`src/rtl/assert_macros.svh`:
```
// Assertion macros shared by the button hold tracker RTL.
`ifndef ASSERT_MACROS_SVH
`define ASSERT_MACROS_SVH

// Same-cycle implication, disabled while reset is asserted.
`define CHK_IMPL(lbl, clk, rstn, ante, cons) \
    lbl: assert property (@(posedge clk) disable iff (!(rstn)) (ante) |-> (cons)) \
        else $error("check failed");

// Next-cycle implication, disabled while reset is asserted.
`define CHK_NEXT(lbl, clk, rstn, ante, cons) \
    lbl: assert property (@(posedge clk) disable iff (!(rstn)) (ante) |=> (cons)) \
        else $error("check failed");

`endif

```
`src/rtl/btnh_pkg.sv`:
```
// Shared types, constants and helpers for the button hold tracker.
package btnh_pkg;

    localparam int CNT_W            = 16;
    localparam int MASK_BITS        = 8;
    localparam int IN_IDX_W         = 3;
    localparam int CFG_IDX_W        = 1;
    localparam int DEF_BUTTON_COUNT = 8;

    localparam logic [CNT_W-1:0] COUNT_MAX     = 16'hFFFD;
    localparam logic [CNT_W-1:0] RELEASED_MARK = 16'hFFFF;
    localparam logic [CNT_W-1:0] CFG_RESET_VAL = 16'd1;

    localparam logic [CFG_IDX_W-1:0] CFG_HOLD_FRAMES   = 1'b0;
    localparam logic [CFG_IDX_W-1:0] CFG_REPEAT_PERIOD = 1'b1;

    localparam logic CMD_TICK  = 1'b0;
    localparam logic CMD_QUERY = 1'b1;

    // counter store update request
    typedef struct packed {
        logic upd;
        logic down;
    } t_cnt_req;

    // remainder unit request and response
    typedef struct packed {
        logic             start;
        logic [CNT_W-1:0] dividend;
        logic [CNT_W-1:0] divisor;
    } t_rem_req;

    typedef struct packed {
        logic             done;
        logic [CNT_W-1:0] rem;
    } t_rem_rsp;

    function automatic int idx_width(input int n);
        idx_width = (n > 1) ? $clog2(n) : 1;
    endfunction

endpackage

```
`src/rtl/btnh_rem.sv`:
```
// Bit-serial restoring remainder unit, one dividend bit per cycle.
`include "assert_macros.svh"

module btnh_rem import btnh_pkg::*; (
    input  logic     i_clk,
    input  logic     i_rst_n,
    input  t_rem_req i_req,
    output t_rem_rsp o_rsp
);

    localparam int STEP_W = $clog2(CNT_W);

    logic              r_busy;
    logic              r_done;
    logic [STEP_W-1:0] r_step;
    logic [CNT_W-1:0]  r_num;
    logic [CNT_W-1:0]  r_den;
    logic [CNT_W-1:0]  r_part;

    logic [CNT_W:0]    shifted;
    logic [CNT_W:0]    trial;
    logic [CNT_W-1:0]  n_part;

    assign shifted = {r_part, r_num[CNT_W-1]};
    assign trial   = shifted - {1'b0, r_den};
    // keep the difference when it did not borrow
    assign n_part  = trial[CNT_W] ? shifted[CNT_W-1:0] : trial[CNT_W-1:0];

    always_ff @(posedge i_clk) begin
        if (!i_rst_n) begin
            r_busy <= 1'b0;
            r_done <= 1'b0;
        end else begin
            r_done <= 1'b0;
            if (i_req.start) begin
                r_busy <= 1'b1;
                r_step <= '0;
                r_num  <= i_req.dividend;
                r_den  <= i_req.divisor;
                r_part <= '0;
            end else if (r_busy) begin
                r_part <= n_part;
                r_num  <= {r_num[CNT_W-2:0], 1'b0};
                r_step <= r_step + STEP_W'(1);
                if (r_step == STEP_W'(CNT_W - 1)) begin
                    r_busy <= 1'b0;
                    r_done <= 1'b1;
                end
            end
        end
    end

    assign o_rsp.done = r_done;
    assign o_rsp.rem  = r_part;

    `CHK_IMPL(a_rem_no_restart, i_clk, i_rst_n, i_req.start, !r_busy)
    `CHK_IMPL(a_rem_bounded, i_clk, i_rst_n, r_done, r_part < r_den)

endmodule

```
`src/rtl/btnh_cnt.sv`:
```
// Per-button hold counter store with press/hold/release update.
`include "assert_macros.svh"

module btnh_cnt import btnh_pkg::*; #(
    parameter int BUTTON_COUNT = DEF_BUTTON_COUNT
) (
    input  logic                               i_clk,
    input  logic                               i_rst_n,
    input  logic [idx_width(BUTTON_COUNT)-1:0] i_addr,
    input  t_cnt_req                           i_req,
    output logic [CNT_W-1:0]                   o_count
);

    logic [CNT_W-1:0] r_count [BUTTON_COUNT];
    logic [CNT_W-1:0] cur;
    logic [CNT_W-1:0] n_count;

    function automatic logic [CNT_W-1:0] next_count(input logic [CNT_W-1:0] c,
                                                    input logic down);
        logic [CNT_W-1:0] res;
        if (down) begin
            if (c < COUNT_MAX)          res = c + CNT_W'(1);
            else if (c == RELEASED_MARK) res = CNT_W'(1);
            else                         res = c;
        end else begin
            if (c == '0 || c == RELEASED_MARK) res = '0;
            else                               res = RELEASED_MARK;
        end
        return res;
    endfunction

    assign cur     = r_count[i_addr];
    assign n_count = next_count(cur, i_req.down);
    assign o_count = i_req.upd ? n_count : cur;

    always_ff @(posedge i_clk) begin
        if (!i_rst_n) begin
            for (int k = 0; k < BUTTON_COUNT; k++) begin
                r_count[k] <= '0;
            end
        end else if (i_req.upd) begin
            r_count[i_addr] <= n_count;
        end
    end

    `CHK_NEXT(a_cnt_written, i_clk, i_rst_n, i_req.upd, r_count[$past(i_addr)] == $past(o_count))

endmodule

```
`src/rtl/button_hold_tracker.sv`:
```
// Button hold tracker: one frame tick or query per item, buttons walked in turn.
// Per item: S_STEP for each button in turn, with an S_DIV remainder step after each live
//   button when repeat_period >= 2, then S_DONE to load the result register.
// Items are taken one at a time; o_ready is high only in S_IDLE, between items, and
//   S_DONE waits while an earlier result has not been taken.
// Reset (synchronous, active low): counters idle, both registers 1, o_valid low.
`include "assert_macros.svh"

module button_hold_tracker import btnh_pkg::*; #(
    parameter int BUTTON_COUNT = DEF_BUTTON_COUNT
) (
    input  logic                 i_clk,
    input  logic                 i_rst_n,
    // configuration writes
    input  logic                 i_cfg_we,
    input  logic [CFG_IDX_W-1:0] i_cfg_idx,
    input  logic [CNT_W-1:0]     i_cfg_data,
    // input items
    input  logic                 i_valid,
    output logic                 o_ready,
    input  logic                 i_command,
    input  logic [MASK_BITS-1:0] i_button_bits,
    input  logic [IN_IDX_W-1:0]  i_button_index,
    // result items
    output logic                 o_valid,
    input  logic                 i_ready,
    output logic [MASK_BITS-1:0] o_pressed_mask,
    output logic [MASK_BITS-1:0] o_released_mask,
    output logic [MASK_BITS-1:0] o_held_mask,
    output logic [MASK_BITS-1:0] o_repeat_mask,
    output logic [CNT_W-1:0]     o_time_held
);

    localparam int IDX_W = idx_width(BUTTON_COUNT);
    // compare width wide enough for the button index and for the value 8
    localparam int CMP_W = (IDX_W > 4) ? IDX_W : 4;

    typedef enum logic [1:0] {
        S_IDLE,
        S_STEP,
        S_DIV,
        S_DONE
    } t_state;

    t_state               r_state;
    logic [IDX_W-1:0]     r_idx;
    logic                 r_cmd;
    logic [MASK_BITS-1:0] r_bits;
    logic [IN_IDX_W-1:0]  r_sel;
    logic [CNT_W-1:0]     r_hold_frames;
    logic [CNT_W-1:0]     r_repeat_period;

    // masks and hold time under construction
    logic [MASK_BITS-1:0] r_pm, r_rm, r_hm, r_pr;
    logic [CNT_W-1:0]     r_th;

    // result register
    logic                 r_out_valid;
    logic [MASK_BITS-1:0] r_out_pm, r_out_rm, r_out_hm, r_out_pr;
    logic [CNT_W-1:0]     r_out_th;

    t_cnt_req             cnt_req;
    logic [CNT_W-1:0]     cnt_val;
    t_rem_req             rem_req;
    t_rem_rsp             rem_rsp;

    logic [CMP_W-1:0]     idx_ext;
    logic                 in_mask;
    logic [MASK_BITS-1:0] bit_sel;
    logic                 is_live;
    logic                 need_div;
    logic                 hit_held;
    logic                 hit_sel;
    logic                 last_btn;
    logic [CNT_W:0]       held_target;

    assign idx_ext  = CMP_W'(r_idx);
    // only the first eight buttons have a pressed bit and a mask bit
    assign in_mask  = idx_ext < CMP_W'(MASK_BITS);
    assign bit_sel  = in_mask ? (MASK_BITS'(1) << idx_ext[2:0]) : '0;
    assign last_btn = (r_idx == IDX_W'(BUTTON_COUNT - 1));
    assign hit_sel  = (idx_ext == CMP_W'(r_sel));

    assign cnt_req.upd  = (r_state == S_STEP) && (r_cmd == CMD_TICK);
    assign cnt_req.down = in_mask && r_bits[idx_ext[2:0]];

    btnh_cnt #(
        .BUTTON_COUNT(BUTTON_COUNT)
    ) u_cnt (
        .i_clk   (i_clk),
        .i_rst_n (i_rst_n),
        .i_addr  (r_idx),
        .i_req   (cnt_req),
        .o_count (cnt_val)
    );

    // held target formed in 17 bits so 0xFFFF + 1 never wraps to a match
    assign held_target = {1'b0, r_hold_frames} + (CNT_W + 1)'(1);
    assign hit_held    = (cnt_val != RELEASED_MARK) && ({1'b0, cnt_val} == held_target);
    assign is_live     = (cnt_val != '0) && (cnt_val != RELEASED_MARK);
    assign need_div    = is_live && (r_repeat_period > CNT_W'(1));

    assign rem_req.start    = (r_state == S_STEP) && need_div;
    assign rem_req.dividend = cnt_val;
    assign rem_req.divisor  = r_repeat_period;

    btnh_rem u_rem (
        .i_clk   (i_clk),
        .i_rst_n (i_rst_n),
        .i_req   (rem_req),
        .o_rsp   (rem_rsp)
    );

    always_ff @(posedge i_clk) begin
        if (!i_rst_n) begin
            r_state         <= S_IDLE;
            r_out_valid     <= 1'b0;
            r_hold_frames   <= CFG_RESET_VAL;
            r_repeat_period <= CFG_RESET_VAL;
        end else begin
            if (i_cfg_we) begin
                unique case (i_cfg_idx)
                    CFG_HOLD_FRAMES:   r_hold_frames   <= i_cfg_data;
                    CFG_REPEAT_PERIOD: r_repeat_period <= i_cfg_data;
                    default: ;
                endcase
            end

            // S_DONE reloads the result register itself
            if (r_out_valid && i_ready && (r_state != S_DONE)) begin
                r_out_valid <= 1'b0;
            end

            unique case (r_state)
                S_IDLE: begin
                    if (i_valid) begin
                        r_cmd   <= i_command;
                        r_bits  <= i_button_bits;
                        r_sel   <= i_button_index;
                        r_idx   <= '0;
                        r_pm    <= '0;
                        r_rm    <= '0;
                        r_hm    <= '0;
                        r_pr    <= '0;
                        r_th    <= '0;
                        r_state <= S_STEP;
                    end
                end
                S_STEP: begin
                    // cnt_val is the counter after this item's update
                    if (cnt_val == CNT_W'(1))      r_pm <= r_pm | bit_sel;
                    if (cnt_val == RELEASED_MARK)  r_rm <= r_rm | bit_sel;
                    if (hit_held)                  r_hm <= r_hm | bit_sel;
                    if (is_live && !need_div)      r_pr <= r_pr | bit_sel;
                    if (hit_sel) begin
                        r_th <= (cnt_val == RELEASED_MARK) ? '0 : cnt_val;
                    end
                    if (need_div) begin
                        r_state <= S_DIV;
                    end else if (last_btn) begin
                        r_state <= S_DONE;
                    end else begin
                        r_idx <= r_idx + IDX_W'(1);
                    end
                end
                S_DIV: begin
                    if (rem_rsp.done) begin
                        if (rem_rsp.rem == CNT_W'(1)) r_pr <= r_pr | bit_sel;
                        if (last_btn) begin
                            r_state <= S_DONE;
                        end else begin
                            r_idx   <= r_idx + IDX_W'(1);
                            r_state <= S_STEP;
                        end
                    end
                end
                S_DONE: begin
                    // result register free or being emptied this cycle
                    if (!r_out_valid || i_ready) begin
                        r_out_valid <= 1'b1;
                        r_out_pm    <= r_pm;
                        r_out_rm    <= r_rm;
                        r_out_hm    <= r_hm;
                        r_out_pr    <= r_pr;
                        r_out_th    <= r_th;
                        r_state     <= S_IDLE;
                    end
                end
                default: r_state <= S_IDLE;
            endcase
        end
    end

    assign o_ready         = (r_state == S_IDLE);
    assign o_valid         = r_out_valid;
    assign o_pressed_mask  = r_out_pm;
    assign o_released_mask = r_out_rm;
    assign o_held_mask     = r_out_hm;
    assign o_repeat_mask   = r_out_pr;
    assign o_time_held     = r_out_th;

    `CHK_IMPL(a_th_not_marker, i_clk, i_rst_n, r_out_valid, r_out_th != RELEASED_MARK)
    `CHK_IMPL(a_press_rel_apart, i_clk, i_rst_n, r_out_valid, (r_out_pm & r_out_rm) == '0)

endmodule
```
`config.mk`:
```
export PLATFORM = sky130hd
export DESIGN_NAME = button_hold_tracker
export DESIGN_NICKNAME = d
export VERILOG_FILES = /design/src/rtl/btnh_pkg.sv /design/src/rtl/btnh_rem.sv /design/src/rtl/btnh_cnt.sv /design/src/rtl/button_hold_tracker.sv
export VERILOG_INCLUDE_DIRS = /design/src /design/src/rtl
export SDC_FILE = /design/constraint.sdc
export NUM_CORES = 1
export LEC_CHECK = 0
export BUFFER_PORTS_ARGS = -buffer_cell sky130_fd_sc_hd__buf_2
export CORE_ASPECT_RATIO = 1.4
export CORE_MARGIN = 1.5
export CORE_UTILIZATION = 60
export CTS_CLUSTER_DIAMETER = 50
export DETAILED_ROUTE_END_ITERATION = 16
export PLACE_DENSITY = 0.77
export SKIP_CTS_REPAIR_TIMING = 1
export SYNTH_ARGS = -nofsm -noshare
export SYNTH_HDL_FRONTEND = slang
export SYNTH_SLANG_ARGS = --single-unit
```
`constraint.sdc`:
```
create_clock -name i_clk -period 16.55 [get_ports i_clk]
set_input_delay 3.31 -clock i_clk [delete_from_list [all_inputs] [get_ports i_clk]]
set_output_delay 3.31 -clock i_clk [all_outputs]
set_load 0.02 [all_outputs]
```
# Word level (Yosys, flattened, before mapping)
# Memories as Yosys holds them, arrays and structs flattened. A register that Yosys moved wholly into a read port is not among the register bits.
# Index checks and enable logic that the tools add are counted.
[totals]
in_bits = 34
output_inout_bits = 50
ram_bits = 128
elab_cells = 156
memories = 1
register_bits = 200
[op_classes]
n_addsub = 5
magnitude_cmp = 4
n_mux = 55
reduce_logical = 34
n_eq_ne = 24
shift = 1
bitwise_logic = 8
[memory_table]
columns = ["name", "words", "word_bits", "rd", "rd_clocked_by_memory_dff", "wr", "line", "text"]
rows = [
  ["u_cnt.r_count", 8, 16, 1, 1, 8, "btnh_cnt.sv:14", "logic [CNT_W-1:0] r_count [BUTTON_COUNT];"],
]
[op_table]
columns = ["cell", "n"]
rows = [
  ["$mux W16", 13],
  ["$mux W8", 8],
  ["$pmux W8 S2", 3],
  ["$eq A16 B1 Y1 const B", 2],
  ["$eq A16 B16 Y1 const B", 2],
  ["$or A8 B8 Y8", 4],
  ["$pmux W16 S2", 1],
  ["$pmux W8 S3", 1],
  ["$reduce_and A4 Y1", 5],
  ["$mux W3", 6],
  ["$add A16 B1 Y17 const B", 1],
  ["$eq A16 B17 Y1", 1],
  ["$sub A17 B16 Y17", 1],
  ["$add A16 B1 Y16 const B", 1],
  ["$gt A16 B1 Y1 const B", 1],
  ["$logic_not A16 Y1", 1],
  ["$lt A16 B16 Y1 const B", 1],
  ["$ne A16 B16 Y1 const B", 1],
  ["$reduce_bool A16 Y1", 1],
  ["$reduce_or A16 Y1", 1],
  ["$ne A2 B2 Y1 const B", 7],
  ["$mux W1", 13],
  ["$mux W2", 6],
  ["$logic_and A1 B1 Y1", 9],
  ["26 further kinds", 41],
]

# Depth between registers and ports, before layout
# Gate-level depths: netlist (run 1).
[depth]
ltp_word = 12
ltp_mapped = 22
mapped_depth_nobuf = 15

# Cells and area by module
# From an unflattened synthesis (run 1), not the netlist that was laid out.
[unflattened]
hier_cells = 1316
area_unflattened_um2 = 16113.0
[by_module_without_submodules]
columns = ["mod", "seq_area_each_um2", "area_each_um2", "cells_per_inst", "instances"]
rows = [
  ["btnh_cnt", 3843.7, 6864.1, 545, 1],
  ["button_hold_tracker", 4033.9, 6148.4, 500, 1],
  ["btnh_rem", 1601.5, 3100.5, 271, 1],
]

# Worst setup path before layout (run 1)
# No wires, ideal clock.
[synth_path]
kind = "flip-flop to flip-flop"
from = "register (tool-made name)"
to = "register u_rem.r_num[0], enable pin"
n_path_buf = 8
stages_incl_launch_ff = 21
path_slack_ns = 10.082
setup_time_ns = 0.441
t_arrival_ns = 6.027
required_time_ns = 16.109
synth_period_minus_slack_ns = 6.468
cell_sequence = "dfxtp_1 -> buf_6 -> buf_8 -> buf_8 -> buf_6 -> buf_4 -> mux4_2 -> mux2i_1 -> ha_1 -> a211o_1 -> o21ai_0 -> or3_1 -> or3_1 -> o211a_1 -> buf_4 -> a31oi_4 -> nor4_4 -> or4_1 -> buf_6 -> buf_2 -> a21oi_1"
[synth_rtl]
columns = ["item", "line", "text"]
rows = [
  ["to (signal assigned)", "btnh_rem.sv:38", "r_num <= i_req.dividend;"],
  ["to (signal assigned)", "btnh_rem.sv:43", "r_num <= {r_num[CNT_W-2:0], 1'b0};"],
  ["to (decl)", "btnh_rem.sv:16", "logic [CNT_W-1:0] r_num;"],
]

==> impl_metrics.json, run 1 <==
{
  "path_max_fanout": 38,
  "ys_seq_elements": 331,
  "slew_headroom": 0.242,
  "setup_viol": 0,
  "drt-wirelength-per-cell_um": 21.6,
  "hold_path_class": "reg -> reg",
  "synth_edf_count": 291,
  "grtUsageTotal": 0.290,
  "path_clk_slew_ps": 60,
  "synth_fp_nets": 1507,
  "die_y_um": 199,
  "dr.pass1.iters": 6,
  "hold_path_depth": 0,
  "drc_errors": 0,
  "outcome": "finished, final reports clean",
  "coreArea_um2": 27000,
  "pin_count": 84,
  "row_count": 71,
  "cp_data_required_time_ps": 16740,
  "ant_nets": 0,
  "initial_core_util": 0.612,
  "ys.flop_type": "edfxtp_1",
  "maxCapViolCount": 0,
  "finalWorstSetupSlack_ps": 9960,
  "ys_seq_area_frac": 0.577,
  "yosysWarnings": 0,
  "layout-drive-gt1-share": 0.153,
  "overflow": 0,
  "rsz0062_at_grt": "false",
  "ir_worst_vdd_v": 0.000102,
  "clk_path_buf_depth": 3,
  "setup_tns_ps": 0,
  "syn2layout_area_growth_pct": 10.1,
  "grt_first_pass_wirelength_um": 62800,
  "p_comb_frac": 0.413,
  "cts_buffers": 31,
  "reg2regPathDepth": 13,
  "hold_viol": 0,
  "n_fill_cell": 2063,
  "finalCriticalPeriod_ps": 6590,
  "antenna_found_initial": 0,
  "synthArstFlopShare": 0,
  "place.port_buffers": 83,
  "cp-end-kind": "flip-flop",
  "cts_root_buf": "clkbuf_16",
  "syn_avg_cell_area_um2": 11.5,
  "p_sw_mw": 1.28,
  "synth_area_um2": 16500,
  "n_antenna_cell": 0,
  "grt_pass1_vias": 11700,
  "crit_arrival_ps": 6780,
  "clk_latency_ps": 580,
  "avgViaCountPerCell": 6.20,
  "place_ws_ps": 9990,
  "clock-sinks": 331,
  "htree_levels": 1,
  "fmax_ghz": 0.152,
  "finalMaxSlewViolations": 0,
  "drtIter0Drc": 785,
  "cts_tree": "yes",
  "wl_um": 40900,
  "p_leak_nw": 6.60,
  "path_class": "reg -> reg",
  "tightest_slew_ps": 1140,
  "die_x_um": 143,
  "grt_start_max_net_pins": 87,
  "hpwl_um": 29200,
  "gp_congestion": 0.965,
  "internal-power_mw": 1.97,
  "synthCells": 1443,
  "p_per_area_nw_per_um2": 179,
  "skew_ps": 23.3,
  "power_frac_clock": 0.221,
  "final_nets": 1563,
  "p_seq_frac": 0.367,
  "dieArea_um2": 28600,
  "synth_cell_types": 83,
  "min_period_over_period": 0.398,
  "swShare": 0.394,
  "vias": 11700,
  "cp-start-kind": "flip-flop"
}
## cell usage in the layout (no fill, tap or decap), types with 9 or more instances in the layout
cell       count
dfxtp_1       37
inv_1         42
nand4_1       13
a31oi_1        9
mux2_2        23
buf_2         83
nor3b_1        9
nor2_1       248
o21a_1        18
a211oi_1      21
edfxtp_1     291
nand3_1       33
nor4_1        15
xnor2_1       35
mux2i_1       38
nor2b_1       18
clkbuf_16     31
o21ai_0       34
buf_4         15
mux4_2        28
a21oi_1       65
nand2_1      145
ha_1          29
and2_1        22
clkbuf_1      11
nor3_1        41
## worst paths after layout
kind	slack, ps	from	to
setup / recovery	9960	flip-flop	u_rem.r_part[4]$_SDFFCE_PN0P_
hold / removal	420	r_th[4]$_SDFFCE_PP0P_	o_time_held[4]$_DFFE_PP_
setup reg to reg	9960	flip-flop	u_rem.r_part[4]$_SDFFCE_PN0P_
hold reg to reg	420	r_th[4]$_SDFFCE_PP0P_	o_time_held[4]$_DFFE_PP_
## cells by family after synthesis
group,synth area share
fa+ha+maj,0.0231
mux,0.0844
simple gates,0.166
flops,0.577
buf+inv,0.0330
compound gates,0.0949
xor+xnor,0.0222
## sequential cells by signal, summed over array words and instances, names as in the netlist, 2 cells and up, named ones only
name             count
r_bits               8
u_rem.r_part        16
o_repeat_mask        8
r_idx                3
r_hold_frames       16
u_rem.r_step         4
o_time_held         16
o_held_mask          8
r_rm                 8
r_hm                 8
r_repeat_period     16
r_pr                 8
u_rem.r_num         16
r_pm                 8
r_sel                3
r_state              2
o_pressed_mask       8
u_cnt.r_count      128
o_released_mask      8
r_th                16
u_rem.r_den         16
## cell type report
type | instances | area [µm²] | area share
Clock buffer | 46 | 872 | 0.0479
Clock inverter | 12 | 168 | 0.00921
Inverter | 42 | 158 | 0.00866
Multi-Input combinational cell | 995 | 6480 | 0.356
Sequential cell | 331 | 9550 | 0.524
Tap cell | 365 | 457 | 0.0251
Timing Repair Buffer | 98 | 528 | 0.0290
## power by group through the flow
stage | clock network [mW] | logic [mW] | registers, mW
finish | 0.719 | 1.34 | 1.19
global route | 0.754 | 1.44 | 1.21
CTS | 0.727 | 1.32 | 1.19
detailed placement | 0 | 1.31 | 1.21
global placement | 0 | 1.29 | 1.21
floorplan | 0 | 1.04 | 1.15
## Yosys cell counts, types with 6 or more instances
cell type  instances  area (µm²)
buf_4              7        52.6
or3_1              7        43.8
nand2b_1           6        37.5
nor2_1           250         938
mux2i_1           38         380
a21oi_1           66         330
nor3b_1            9        67.6
inv_1             42         158
mux2_2            23         259
clkbuf_1          44         165
nand2_1          145         544
nand3_1           33         165
a21boi_0           7        52.6
nor3_2             6        60.1
nor4_1            15        93.8
a211oi_1          21         158
dfxtp_1           40         801
nor3_1            41         205
buf_1              6        22.5
o21ai_0           34         170
o22ai_1            8        50.1
nand4_1           13        81.3
ha_1              29         363
xor2_1             7        61.3
xnor2_1           35         307
o21a_1            18         135
a31oi_1            9        56.3
mux4_2            28         631
buf_2             10        50.1
buf_6              6        67.6
edfxtp_1         291        8740
nor2b_1           18         113
and2_1            22         138
## routing by layer
layer / part of all wire / track usage / wire length, µm
met3: 0.057 / 0.0381 / 2320
met4: 0.054 / 0.161 / 2200
met5: 0 / 0 / 0
met1: 0.38 / 0.331 / 15400
met2: 0.51 / 0.522 / 21000
## critical path, cell delays in order (launching register included)
cell	delay [ps]
dfxtp_2	970
mux4_2	640
mux2i_1	410
inv_1	120
ha_1	280
and3_1	330
and4_1	320
nor2_1	750
o31ai_1	380
nand2_1	210
nor4_4	50
or4_1	550
buf_4	250
a21oi_4	900
## per-stage QoR
step           instance area [µm²]  std cells   util  total power, mW  hold WS (ps)
6_report                     18200       1889  0.674             3.26           420
5_1_grt                      18200       1889  0.674             3.41           423
4_1_cts                      18200       1889  0.674             3.24           420
3_5_place_dp                 17200       1831  0.636             2.52           405
3_3_place_gp                 17200       1831  0.636             2.49           406
2_1_floorplan                16500       1443      -             2.18           400
(Power assumes the default switching activity.)
==> inputs of run 2 (changes only) <==
==> constraint.sdc (replaced) <==
create_clock -name i_clk -period 6.7 [get_ports i_clk]
set_input_delay 1.34 -clock i_clk [delete_from_list [all_inputs] [get_ports i_clk]]
set_output_delay 1.34 -clock i_clk [all_outputs]
set_load 0.02 [all_outputs]
==> impl_metrics.json, run 2 (same netlist as run 1, synthesis figures left out) <==
{
  "ant_nets": 0,
  "internal-power_mw": 4.78,
  "cp-start-kind": "flip-flop",
  "register_area_um2": 9550,
  "clk_path_buf_depth": 3,
  "worst_hold_slack_ps": 416,
  "overflow": 0,
  "outcome": "finished, final reports clean",
  "die_y_um": 199,
  "grt_pass1_vias": 11600,
  "skew_ps": 18.1,
  "clock-sinks": 331,
  "gp_congestion": 1.01,
  "p_seq_frac": 0.370,
  "drc_errors": 0,
  "swShare": 0.399,
  "slew_headroom": 0.226,
  "coreArea_um2": 27000,
  "setup_tns_ps": 0,
  "syn2layout_area_growth_pct": 10.3,
  "layout-drive-gt1-share": 0.163,
  "vias": 11700,
  "min-delay-start": "r_th[7]$_SDFFCE_PP0P_",
  "antenna_found_initial": 0,
  "finalMaxSlewViolations": 0,
  "path_class": "reg -> reg",
  "hold_path_class": "reg -> reg",
  "initial_core_util": 0.612,
  "grtUsageTotal": 0.288,
  "die_x_um": 143,
  "place.port_buffers": 83,
  "final_nets": 1585,
  "p_sw_mw": 3.18,
  "path_max_fanout": 67,
  "grt_start_max_net_pins": 68,
  "final_util": 0.675,
  "grt_first_pass_wirelength_um": 62500,
  "largest_register_ffs": 128,
  "path_clk_slew_ps": 60,
  "top_register": "u_cnt.r_count",
  "power_frac_clock": 0.201,
  "n_fill_cell": 2089,
  "crit_arrival_ps": 6060,
  "htree_levels": 1,
  "wl_um": 40500,
  "cts_buffers": 31,
  "rsz0062_at_grt": "false",
  "avgViaCountPerCell": 6.15,
  "setup_viol": 0,
  "ir_worst_vdd_v": 0.000265,
  "cp-end-kind": "flip-flop",
  "cts_tree": "yes",
  "p_per_area_nw_per_um2": 436,
  "hold_path_depth": 0,
  "drt-wirelength-per-cell_um": 21.2,
  "clk_latency_ps": 570,
  "min_period_over_period": 0.879,
  "drtIter0Drc": 846,
  "cp_data_required_time_ps": 6870,
  "p_leak_nw": 6.64,
  "hpwl_um": 29500,
  "fmax_ghz": 0.170,
  "layout_commonest_cell": "edfxtp_1",
  "finalCriticalPeriod_ps": 5890,
  "p_comb_frac": 0.428,
  "multiInputGateArea_um2": 6480,
  "pin_count": 84,
  "hold_viol": 0,
  "tightest_slew_ps": 1160,
  "dieArea_um2": 28600,
  "row_count": 71,
  "cts_root_buf": "clkbuf_16",
  "maxCapViolCount": 0,
  "dr.pass1.iters": 5,
  "reg2regPathDepth": 11,
  "layout_common_cells": "291 x edfxtp_1, 248 x nor2_1, 145 x nand2_1, 83 x buf_2, 65 x a21oi_1",
  "n_antenna_cell": 0
}
## run 2: worst paths after layout
| kind | endpoint | slack (ps) |
|---|---|---|
| setup / recovery | u_rem.r_part[6]$_SDFFCE_PN0P_ | 810 |
| hold / removal | o_time_held[7]$_DFFE_PP_ | 420 |
| setup reg to reg | u_rem.r_part[6]$_SDFFCE_PN0P_ | 810 |
| hold reg to reg | o_time_held[7]$_DFFE_PP_ | 420 |
## run 2: power by group through the flow
| stage | sequential, mW | clock (mW) | combinational, mW |
|---|---|---|---|
| floorplan | 2.83 | 0 | 2.56 |
| global placement | 2.97 | 0 | 3.29 |
| detailed placement | 2.99 | 0 | 3.34 |
| CTS | 2.95 | 1.62 | 3.37 |
| global route | 2.98 | 1.69 | 3.68 |
| finish | 2.95 | 1.60 | 3.41 |
## run 2: area by class of cell
type / count / area share
flip-flops and latches: 331 / 0.523
multi-input cells: 995 / 0.355
clock buffers: 37 / 0.0438
repair buffers: 120 / 0.0380
well taps: 365 / 0.0250
inverters: 42 / 0.00864
clock inverters: 19 / 0.00617
## run 2: per-stage QoR
step           setup slack, ps  cell area [µm²]  instances  total power [mW]
2_1_floorplan              232            16500       1443              5.39
4_1_cts                    838            18200       1909              7.93
5_1_grt                    393            18200       1909              8.36
3_5_place_dp               867            17300       1853              6.33
3_3_place_gp              1080            17300       1853              6.26
6_report                   809            18200       1909              7.96
## run 2: critical path, stage by stage, from the launching register on
cell and delay, ps:
dfxtp_4 850, mux2i_1 210, or2_2 330, mux4_2 540, nor3_1 610, nand4_1 250
nand2_1 460, o21ai_0 330, nand4_1 200, a311oi_1 100, or4_1 590, a21oi_4 960
## run 2: routing by layer
| metal | share of wire | track usage | vias up | wire length [µm] |
|---|---|---|---|---|
| met2 | 0.54 | 0.534 | 429 | 21700 |
| met3 | 0.050 | 0.0364 | 104 | 2040 |
| met4 | 0.043 | 0.128 | 0 | 1730 |
| met5 | 0 | 0 | - | 0 |
| li1 | - | - | 5460 | - |
| met1 | 0.37 | 0.332 | 5739 | 15000 |
